## config.mk

```make
export PLATFORM = sky130hd
export DESIGN_NAME = serial_mouse_gesture_decoder_core
export DESIGN_NICKNAME = d
export VERILOG_FILES = /design/src/smgd_pkg.sv /design/src/smgd_front.sv /design/src/smgd_queue.sv /design/src/smgd_back.sv /design/src/serial_mouse_gesture_decoder_core.sv
export SDC_FILE = /design/constraint.sdc
export NUM_CORES = 1
export LEC_CHECK = 0
export BUFFER_PORTS_ARGS = -buffer_cell sky130_fd_sc_hd__buf_2
export CAP_MARGIN = 10
export CORE_MARGIN = 4
export CORE_UTILIZATION = 35
export CTS_CLUSTER_DIAMETER = 40
export CTS_CLUSTER_SIZE = 30
export DETAILED_ROUTE_END_ITERATION = 12
export GPL_TIMING_DRIVEN = 1
export PLACE_DENSITY = 0.51
export SLEW_MARGIN = 20
export SYNTH_ARGS = -nofsm -noshare
export SYNTH_HDL_FRONTEND = slang
export SYNTH_HIERARCHICAL = 1
export SYNTH_SLANG_ARGS = --single-unit
```

## constraint.sdc

```tcl
create_clock -name clk -period 6.6 [get_ports clk]
set_input_delay 0.66 -clock clk [delete_from_list [all_inputs] [get_ports clk]]
set_output_delay 0.66 -clock clk [all_outputs]
set_load 0.005 [all_outputs]
```

## src/smgd_pkg.sv

```systemverilog
// smgd_pkg: shared types and constants for the serial mouse gesture decoder.
// No dependencies; used by smgd_front, smgd_queue, smgd_back and the core.
package smgd_pkg;

  localparam logic [7:0] SYNC_BIT   = 8'h40;
  localparam logic [7:0] X_HI_MASK  = 8'h03;
  localparam logic [7:0] LOW6_MASK  = 8'h3F;
  localparam logic [7:0] Y_HI_MASK  = 8'h0C;
  localparam logic [7:0] RIGHT_MASK = 8'h10;

  localparam int unsigned CFG_DATA_W = 16;
  localparam int unsigned THRESH_W   = 7;
  localparam int unsigned WINDOW_W   = 16;

  localparam logic [THRESH_W-1:0] THRESHOLD_RESET = 7'd3;
  localparam logic [WINDOW_W-1:0] WINDOW_RESET    = 16'd500;

  typedef enum logic {
    CFG_THRESHOLD = 1'b0,
    CFG_WINDOW    = 1'b1
  } cfg_index_t;

  typedef enum logic [1:0] {
    CLICK_NONE   = 2'd0,
    CLICK_SINGLE = 2'd1,
    CLICK_DOUBLE = 2'd2,
    CLICK_TRIPLE = 2'd3
  } click_t;

  typedef enum logic [2:0] {
    GEST_NONE  = 3'd0,
    GEST_RESET = 3'd1,
    GEST_RIGHT = 3'd2,
    GEST_LEFT  = 3'd3,
    GEST_UP    = 3'd4,
    GEST_DONE  = 3'd5
  } gesture_t;

  typedef enum logic [3:0] {
    STAGE_IDLE  = 4'b0001,
    STAGE_RIGHT = 4'b0010,
    STAGE_LEFT  = 4'b0100,
    STAGE_UP    = 4'b1000
  } stage_t;

  typedef enum logic [2:0] {
    POS_HEADER = 3'b001,
    POS_SECOND = 3'b010,
    POS_THIRD  = 3'b100
  } byte_pos_t;

  // one assembled packet, as handed from front to back
  typedef struct packed {
    logic signed [7:0] delta_x;
    logic signed [7:0] delta_y;
    logic              right;
    logic [31:0]       time_ms;
  } packet_t;

endpackage

```

## src/smgd_front.sv

```systemverilog
// smgd_front: byte framing and packet assembly.
// Depends on smgd_pkg; feeds smgd_queue.
module smgd_front (
  input  logic                 clk,
  input  logic                 rst,
  input  logic                 in_valid,
  output logic                 in_stall,
  input  logic [7:0]           rx_byte,
  input  logic [31:0]          time_ms,
  input  logic                 queue_full,
  output logic                 push,
  output smgd_pkg::packet_t    push_packet
);

  smgd_pkg::byte_pos_t byte_pos;
  logic [7:0]          header_byte;
  logic [7:0]          second_byte;
  logic                accept;
  logic [7:0]          x_hi;
  logic [7:0]          y_hi;
  logic [7:0]          x_lo;
  logic [7:0]          y_lo;

  assign in_stall = queue_full;
  assign accept   = in_valid && !in_stall;
  assign push     = accept && (byte_pos == smgd_pkg::POS_THIRD);

  assign x_hi = header_byte & smgd_pkg::X_HI_MASK;
  assign y_hi = header_byte & smgd_pkg::Y_HI_MASK;
  assign x_lo = second_byte & smgd_pkg::LOW6_MASK;
  assign y_lo = rx_byte & smgd_pkg::LOW6_MASK;

  always_comb begin
    push_packet.delta_x = $signed((x_hi << 6) | x_lo);
    push_packet.delta_y = $signed((y_hi << 4) | y_lo);
    push_packet.right   = (header_byte & smgd_pkg::RIGHT_MASK) != 8'h00;
    push_packet.time_ms = time_ms;
  end

  always_ff @(posedge clk) begin
    if (rst) begin
      byte_pos <= smgd_pkg::POS_HEADER;
    end else if (accept) begin
      case (byte_pos)
        smgd_pkg::POS_HEADER: begin
          // resync: anything without the sync bit is dropped
          if ((rx_byte & smgd_pkg::SYNC_BIT) != 8'h00) begin
            byte_pos <= smgd_pkg::POS_SECOND;
          end
        end
        smgd_pkg::POS_SECOND: begin
          byte_pos <= smgd_pkg::POS_THIRD;
        end
        default: begin
          byte_pos <= smgd_pkg::POS_HEADER;
        end
      endcase
    end
  end

  always_ff @(posedge clk) begin
    if (accept && byte_pos == smgd_pkg::POS_HEADER) begin
      header_byte <= rx_byte;
    end
    if (accept && byte_pos == smgd_pkg::POS_SECOND) begin
      second_byte <= rx_byte;
    end
  end

endmodule

```

## src/smgd_queue.sv

```systemverilog
// smgd_queue: short packet FIFO between front and back.
// Depends on smgd_pkg for the packet type.
module smgd_queue #(
  parameter int unsigned DEPTH = 2
) (
  input  logic              clk,
  input  logic              rst,
  input  logic              push,
  input  smgd_pkg::packet_t push_packet,
  output logic              full,
  input  logic              pop,
  output logic              head_valid,
  output smgd_pkg::packet_t head_packet
);

  localparam int unsigned PTR_W = (DEPTH > 1) ? $clog2(DEPTH) : 1;
  localparam int unsigned CNT_W = $clog2(DEPTH + 1);
  localparam logic [PTR_W-1:0] LAST_PTR = PTR_W'(DEPTH - 1);
  localparam logic [CNT_W-1:0] FULL_CNT = CNT_W'(DEPTH);

  smgd_pkg::packet_t entries [DEPTH];
  logic [PTR_W-1:0]  wr_ptr;
  logic [PTR_W-1:0]  rd_ptr;
  logic [CNT_W-1:0]  count;

  assign full        = (count == FULL_CNT);
  assign head_valid  = (count != '0);
  assign head_packet = entries[rd_ptr];

  always_ff @(posedge clk) begin
    if (rst) begin
      wr_ptr <= '0;
      rd_ptr <= '0;
      count  <= '0;
    end else begin
      if (push) begin
        wr_ptr <= (wr_ptr == LAST_PTR) ? '0 : wr_ptr + 1'b1;
      end
      if (pop) begin
        rd_ptr <= (rd_ptr == LAST_PTR) ? '0 : rd_ptr + 1'b1;
      end
      if (push && !pop) begin
        count <= count + 1'b1;
      end else if (pop && !push) begin
        count <= count - 1'b1;
      end
    end
  end

  always_ff @(posedge clk) begin
    if (push) begin
      entries[wr_ptr] <= push_packet;
    end
  end

  a_count_bound: assert property (@(posedge clk) disable iff (rst) count <= FULL_CNT)
    else $error("queue count beyond depth");
  a_no_pop_empty: assert property (@(posedge clk) disable iff (rst) pop |-> head_valid)
    else $error("pop from empty queue");
  a_no_push_full: assert property (@(posedge clk) disable iff (rst) push |-> !full)
    else $error("push into full queue");

endmodule

```

## src/smgd_back.sv

```systemverilog
// smgd_back: click and gesture tracking, configuration registers and output register.
// Depends on smgd_pkg; consumes packets from smgd_queue.
module smgd_back (
  input  logic                          clk,
  input  logic                          rst,
  input  logic                          cfg_we,
  input  logic                          cfg_index,
  input  logic [smgd_pkg::CFG_DATA_W-1:0] cfg_data,
  input  logic                          head_valid,
  input  smgd_pkg::packet_t             head_packet,
  output logic                          pop,
  output logic                          out_valid,
  input  logic                          out_stall,
  output logic signed [7:0]             delta_x,
  output logic signed [7:0]             delta_y,
  output logic                          right_pressed,
  output logic [1:0]                    click_event,
  output logic [2:0]                    gesture_event
);

  logic [smgd_pkg::THRESH_W-1:0] move_threshold;
  logic [smgd_pkg::WINDOW_W-1:0] click_window_ms;

  smgd_pkg::stage_t   stage;
  smgd_pkg::stage_t   stage_next;
  smgd_pkg::gesture_t gesture_next;
  logic [1:0]         press_count;
  logic [1:0]         click_count;
  logic [1:0]         click_next;
  logic [31:0]        last_press_time;
  logic               right_was_pressed;
  logic [31:0]        gap;
  logic               rise;
  logic signed [8:0]  thr_pos;
  logic signed [8:0]  thr_neg;
  logic signed [8:0]  dx_ext;
  logic signed [8:0]  dy_ext;

  assign pop = head_valid && (!out_valid || !out_stall);

  always_ff @(posedge clk) begin
    if (rst) begin
      move_threshold  <= smgd_pkg::THRESHOLD_RESET;
      click_window_ms <= smgd_pkg::WINDOW_RESET;
    end else if (cfg_we) begin
      case (smgd_pkg::cfg_index_t'(cfg_index))
        smgd_pkg::CFG_THRESHOLD: move_threshold  <= cfg_data[smgd_pkg::THRESH_W-1:0];
        smgd_pkg::CFG_WINDOW:    click_window_ms <= cfg_data[smgd_pkg::WINDOW_W-1:0];
        default: ;
      endcase
    end
  end

  // click run: wrapped difference, negative means inside the window
  assign rise = head_packet.right && !right_was_pressed;
  assign gap  = head_packet.time_ms - last_press_time - {16'h0000, click_window_ms};
  assign click_count = gap[31] ? press_count + 2'd1 : 2'd1;
  assign click_next  = rise ? click_count : smgd_pkg::CLICK_NONE;

  assign thr_pos = $signed({2'b00, move_threshold});
  assign thr_neg = -thr_pos;
  assign dx_ext  = 9'(head_packet.delta_x);
  assign dy_ext  = 9'(head_packet.delta_y);

  always_comb begin
    stage_next   = stage;
    gesture_next = smgd_pkg::GEST_NONE;
    if (!head_packet.right) begin
      stage_next = smgd_pkg::STAGE_IDLE;
      if (stage != smgd_pkg::STAGE_IDLE) begin
        gesture_next = smgd_pkg::GEST_RESET;
      end
    end else begin
      case (stage)
        smgd_pkg::STAGE_IDLE: begin
          if (dx_ext > thr_pos) begin
            stage_next   = smgd_pkg::STAGE_RIGHT;
            gesture_next = smgd_pkg::GEST_RIGHT;
          end
        end
        smgd_pkg::STAGE_RIGHT: begin
          if (dx_ext < thr_neg) begin
            stage_next   = smgd_pkg::STAGE_LEFT;
            gesture_next = smgd_pkg::GEST_LEFT;
          end
        end
        smgd_pkg::STAGE_LEFT: begin
          if (dy_ext < thr_neg) begin
            stage_next   = smgd_pkg::STAGE_UP;
            gesture_next = smgd_pkg::GEST_UP;
          end
        end
        smgd_pkg::STAGE_UP: begin
          if (dy_ext > thr_pos) begin
            stage_next   = smgd_pkg::STAGE_IDLE;
            gesture_next = smgd_pkg::GEST_DONE;
          end
        end
        default: begin
          stage_next = smgd_pkg::STAGE_IDLE;
        end
      endcase
    end
  end

  always_ff @(posedge clk) begin
    if (rst) begin
      stage             <= smgd_pkg::STAGE_IDLE;
      press_count       <= 2'd0;
      last_press_time   <= 32'd0;
      right_was_pressed <= 1'b0;
      out_valid         <= 1'b0;
    end else begin
      if (pop) begin
        stage             <= stage_next;
        right_was_pressed <= head_packet.right;
        if (rise) begin
          last_press_time <= head_packet.time_ms;
          press_count     <= (click_count == smgd_pkg::CLICK_TRIPLE) ? 2'd0 : click_count;
        end
        out_valid <= 1'b1;
      end else if (!out_stall) begin
        out_valid <= 1'b0;
      end
    end
  end

  always_ff @(posedge clk) begin
    if (pop) begin
      delta_x       <= head_packet.delta_x;
      delta_y       <= head_packet.delta_y;
      right_pressed <= head_packet.right;
      click_event   <= click_next;
      gesture_event <= gesture_next;
    end
  end

  a_triple_wraps: assert property (@(posedge clk) disable iff (rst)
      pop && click_next == smgd_pkg::CLICK_TRIPLE |=> press_count == 2'd0)
    else $error("press count not cleared after triple press");
  a_release_idle: assert property (@(posedge clk) disable iff (rst)
      pop && !head_packet.right |=> stage == smgd_pkg::STAGE_IDLE)
    else $error("gesture stage not idle after release");
  a_release_event: assert property (@(posedge clk) disable iff (rst)
      pop && !head_packet.right |=>
        gesture_event == smgd_pkg::GEST_NONE || gesture_event == smgd_pkg::GEST_RESET)
    else $error("gesture step reported with button released");

endmodule

```

## src/serial_mouse_gesture_decoder_core.sv

```systemverilog
// serial_mouse_gesture_decoder_core: top level of the serial mouse decoder.
// Instantiates smgd_front, smgd_queue and smgd_back; types from smgd_pkg.
//
//   channel | handshake                  | payload
//   --------+----------------------------+---------------------------------------------
//   in      | in_valid / in_stall        | rx_byte, time_ms
//   out     | out_valid / out_stall      | delta_x, delta_y, right_pressed,
//           |                            | click_event, gesture_event
//   cfg     | cfg_we (write only)        | cfg_index, cfg_data
//
// One byte is taken per cycle while in_stall is low; a packet's result appears in the cycle after it
// leaves the packet queue, so from its third byte it passes through a queue entry and the output register.
// in_stall rises only when the packet queue is full; out_stall holds the output register.
// Reset (rst, synchronous) clears framing, queue, click and gesture state,
// and loads threshold 3 and window 500 ms.
module serial_mouse_gesture_decoder_core #(
  parameter int unsigned QUEUE_DEPTH = 2
) (
  input  logic                          clk,
  input  logic                          rst,
  input  logic                          cfg_we,
  input  logic                          cfg_index,
  input  logic [smgd_pkg::CFG_DATA_W-1:0] cfg_data,
  input  logic                          in_valid,
  output logic                          in_stall,
  input  logic [7:0]                    rx_byte,
  input  logic [31:0]                   time_ms,
  output logic                          out_valid,
  input  logic                          out_stall,
  output logic signed [7:0]             delta_x,
  output logic signed [7:0]             delta_y,
  output logic                          right_pressed,
  output logic [1:0]                    click_event,
  output logic [2:0]                    gesture_event
);

  logic              queue_full;
  logic              push;
  logic              pop;
  logic              head_valid;
  smgd_pkg::packet_t push_packet;
  smgd_pkg::packet_t head_packet;

  smgd_front u_front (
    .clk         (clk),
    .rst         (rst),
    .in_valid    (in_valid),
    .in_stall    (in_stall),
    .rx_byte     (rx_byte),
    .time_ms     (time_ms),
    .queue_full  (queue_full),
    .push        (push),
    .push_packet (push_packet)
  );

  smgd_queue #(
    .DEPTH (QUEUE_DEPTH)
  ) u_queue (
    .clk         (clk),
    .rst         (rst),
    .push        (push),
    .push_packet (push_packet),
    .full        (queue_full),
    .pop         (pop),
    .head_valid  (head_valid),
    .head_packet (head_packet)
  );

  smgd_back u_back (
    .clk           (clk),
    .rst           (rst),
    .cfg_we        (cfg_we),
    .cfg_index     (cfg_index),
    .cfg_data      (cfg_data),
    .head_valid    (head_valid),
    .head_packet   (head_packet),
    .pop           (pop),
    .out_valid     (out_valid),
    .out_stall     (out_stall),
    .delta_x       (delta_x),
    .delta_y       (delta_y),
    .right_pressed (right_pressed),
    .click_event   (click_event),
    .gesture_event (gesture_event)
  );

endmodule

```

==> impl_metrics.yaml <==
logic_synthesis:
  postSynthCellCount: 876
  ys_seq_area_frac: 0.538
  synth_nets: 1025
  synth_edf_count: 131
  synth_top_area_share: 0.395
  yosys_warnings: 6
  ys_async_sr_fraction: 0
  synth.distinct_cells: 64
  yosys.area.top_type: "edfxtp_1"
  synth-main-ff-cell: "edfxtp_1"
  yosys-top-cells-area: "edfxtp_1 (39%), dfxtp_1 (14%), ha_1 (9.2%)"
  syn_area_um2: 9960
  postSynthAreaPerCell_um2: 11.4
  ys_ff_latch: 202
place:
  portBuffers: 84
  hpwl_um: 13400
  place_congestion: 0.779
  post-place-ws_ps: 2750
floorplanning:
  start_util: 0.357
  die-area_um2: 31200
  die_x_um: 177
  row_count: 61
  core_um2: 27900
  ios: 86
  die_h_um: 177
cts:
  clkLatencyLatePin_ps: 550
  postCtsSetupBuffers: 0
  clkTransAtPathRegs_ps: 50
  cts_tree: "built"
  cts_hold_buf: 0
  htree_levels: 1
  cts_inserted_buffers: 31
  root_buffer: "clkbuf_16"
  clock_sink_count: 202
  post_cts_resized: 0
  cts_max_path_buffers: 3
worst_setup_path:
  worstRegToRegCells: 13
  worstPathMaxFanout: 29
  rr_endpoint: "u_back/click_event[1]$_SDFFCE_PN0P_"
  cp.arrival_ps: 4100
  crit_chain: "buf_4, mux2_2, inv_1, ha_1, inv_1, ha_1, a21oi_1, o21ai_0, a221oi_1, o21ai_0, a21oi_1, xnor2_1, and3_1"
  crit_end: "u_back/click_event[1]$_SDFFCE_PN0P_"
  r2r_slack_ps: 2810
  slowest_delay_ps: 730
  critical_path.startpoint_type: "flip-flop"
  required_ps: 6910
  crit_slowest_cell: "dfxtp_2"
  cp-end-kind: "flip-flop"
  crit_type: "flip-flop to flip-flop"
timing:
  rsz0062_at_grt: "false"
  setup_violations: 0
  fin_crit_sh: 0.574
  layout_setup_ws_ps: 2810
  period_minus_slack_ps: 3790
  tns_ps: 0
  fmaxAchievable_ghz: 0.264
  finClkSkew_ps: 21.8
  slew_headroom: 0.470
  timing_max_transition_violations_final: 0
  tightest_slew_ps: 795
  hold_violations: 0
global_routing:
  track_usage: 0.129
  grt_pass1_vias: 6352
  grt_max_degree: 74
  antenna_found_initial: 0
  grt_pass1_wl_um: 32700
  overflow: 0
finish:
  final_nets: 1084
  antenna_cells: 0
  layout_common_cells: "nand2_1 (134), edfxtp_1 (131), inv_1 (98)"
  syn_to_final_growth_pct: 16.0
  drive_gt1_frac: 0.218
  layout_commonest_cell: "nand2_1"
routing:
  vias: 6175
  routedWlPerCell_um: 14.8
  viasPerCell: 4.62
  drtAntennaViolNets: 0
  drtPass1Iterations: 4
  drt-total-wl_um: 19800
  drc_errors: 0
  drtIter0Drc: 303
flow_run:
  drv_cap: 0
status:
  status: "finished, final reports clean"
worst_hold_path:
  min_path_type: "primary input to flip-flop"
  worstHoldPathCells: 1
power_and_ir_drop:
  ir_worst_vdd_mv: 0.257
  p_leak_nw: 4.52
  powerDensity_nw_per_um2: 374
[synth_stat cells, types with 7 or more instances]
master	count
mux2_2	49
a21oi_1	69
o21ai_0	13
nor4b_1	7
nor2_1	21
ha_1	73
o211ai_1	8
nand3b_1	10
edfxtp_1	131
fa_1	14
buf_4	39
inv_1	98
nand2_1	134
dfxtp_1	71
clkbuf_1	19
nor2b_1	10
[worst max-delay path, delay by kind of cell, from the launching register on]
kind	cells	cell delay (ps)
AO/OA/AOI/OAI	5	930
XOR/XNOR	1	170
adder cells (fa/ha/maj)	2	490
buffers and inverters	3	620
flip-flops	1	730
multiplexers	1	400
AND/OR/NAND/NOR	1	190
[report_power, final]
group          internal (mW)  total [mW]  leakage (nW)  switching, mW
combinational          0.476        1.12          2.24          0.640
sequential              1.51        1.59          1.77         0.0855
clock                   1.03        1.62         0.514          0.589
total                   3.01        4.33          4.52           1.31
[registers in the layout, summed over array words and instances, names as in the netlist, named ones only]
name	flops
u_queue/entries	98
u_back/last_press_time	32
u_back/click_window_ms	16
u_back/delta_x	8
u_back/delta_y	8
u_back/move_threshold	7
u_front/second_byte	6
u_front/header_byte	5
u_back/stage	4
u_back/gesture_event	3
u_front/byte_pos	3
u_back/click_event	2
u_back/press_count	2
u_queue/count	2
u_back/out_valid	1
u_back/right_pressed	1
u_back/right_was_pressed	1
u_queue/rd_ptr	1
u_queue/wr_ptr	1
[worst min-delay path by stage]
stage                                           from                                to  slack (ps)
floorplan           u_front/header_byte[4]$_DFFE_PP_  u_queue/entries[0][32]$_DFFE_PP_         420
global placement    u_front/header_byte[0]$_DFFE_PP_  u_queue/entries[0][47]$_DFFE_PP_         420
detailed placement  u_front/second_byte[3]$_DFFE_PP_  u_queue/entries[1][44]$_DFFE_PP_         430
CTS                                      time_ms[30]  u_queue/entries[0][30]$_DFFE_PP_         260
global route                             time_ms[30]  u_queue/entries[0][30]$_DFFE_PP_         280
finish                                   time_ms[30]  u_queue/entries[0][30]$_DFFE_PP_         300
[area by class of cell]
cell class                      instances  area (um2)
Tap cell                              378         473
Multi-Input combinational cell        511        3840
Clock buffer                           34         797
Sequential cell                       202        5360
Clock inverter                         22         251
Inverter                               98         368
Timing Repair Buffer                   91         473
Fill cell                            2675       16400
[per-layer routing]
| layer | GRT usage | wire length (um) | vias up |
|---|---|---|---|
| met1 | 0.165 | 8780 | 2884 |
| li1 | - | - | 3150 |
| met4 | 0.0342 | 484 | 0 |
| met2 | 0.225 | 9580 | 108 |
| met3 | 0.0250 | 958 | 33 |
| met5 | 0 | 0 | - |
[cell families after synthesis]
kind of cell,count (synthesis),share of synthesized area
compound gates,140,0.0906
flops,202,0.538
simple gates,223,0.108
buf+inv,163,0.0781
mux,50,0.0565
fa+ha+maj,88,0.121
xor+xnor,10,0.00879
[stage by stage]
step	instances	util	cell area, um2	power (mW)	hold slack [ps]
final	1336	0.414	11600	4.33	298
after global routing	1336	0.414	11600	4.63	282
after CTS	1336	0.414	11600	4.41	261
after detailed placement	1280	0.376	10500	2.75	431
after global placement	1280	0.376	10500	2.75	423
after floorplan	876	-	9960	2.43	421
Note: power is estimated with default switching activity, not from simulation.
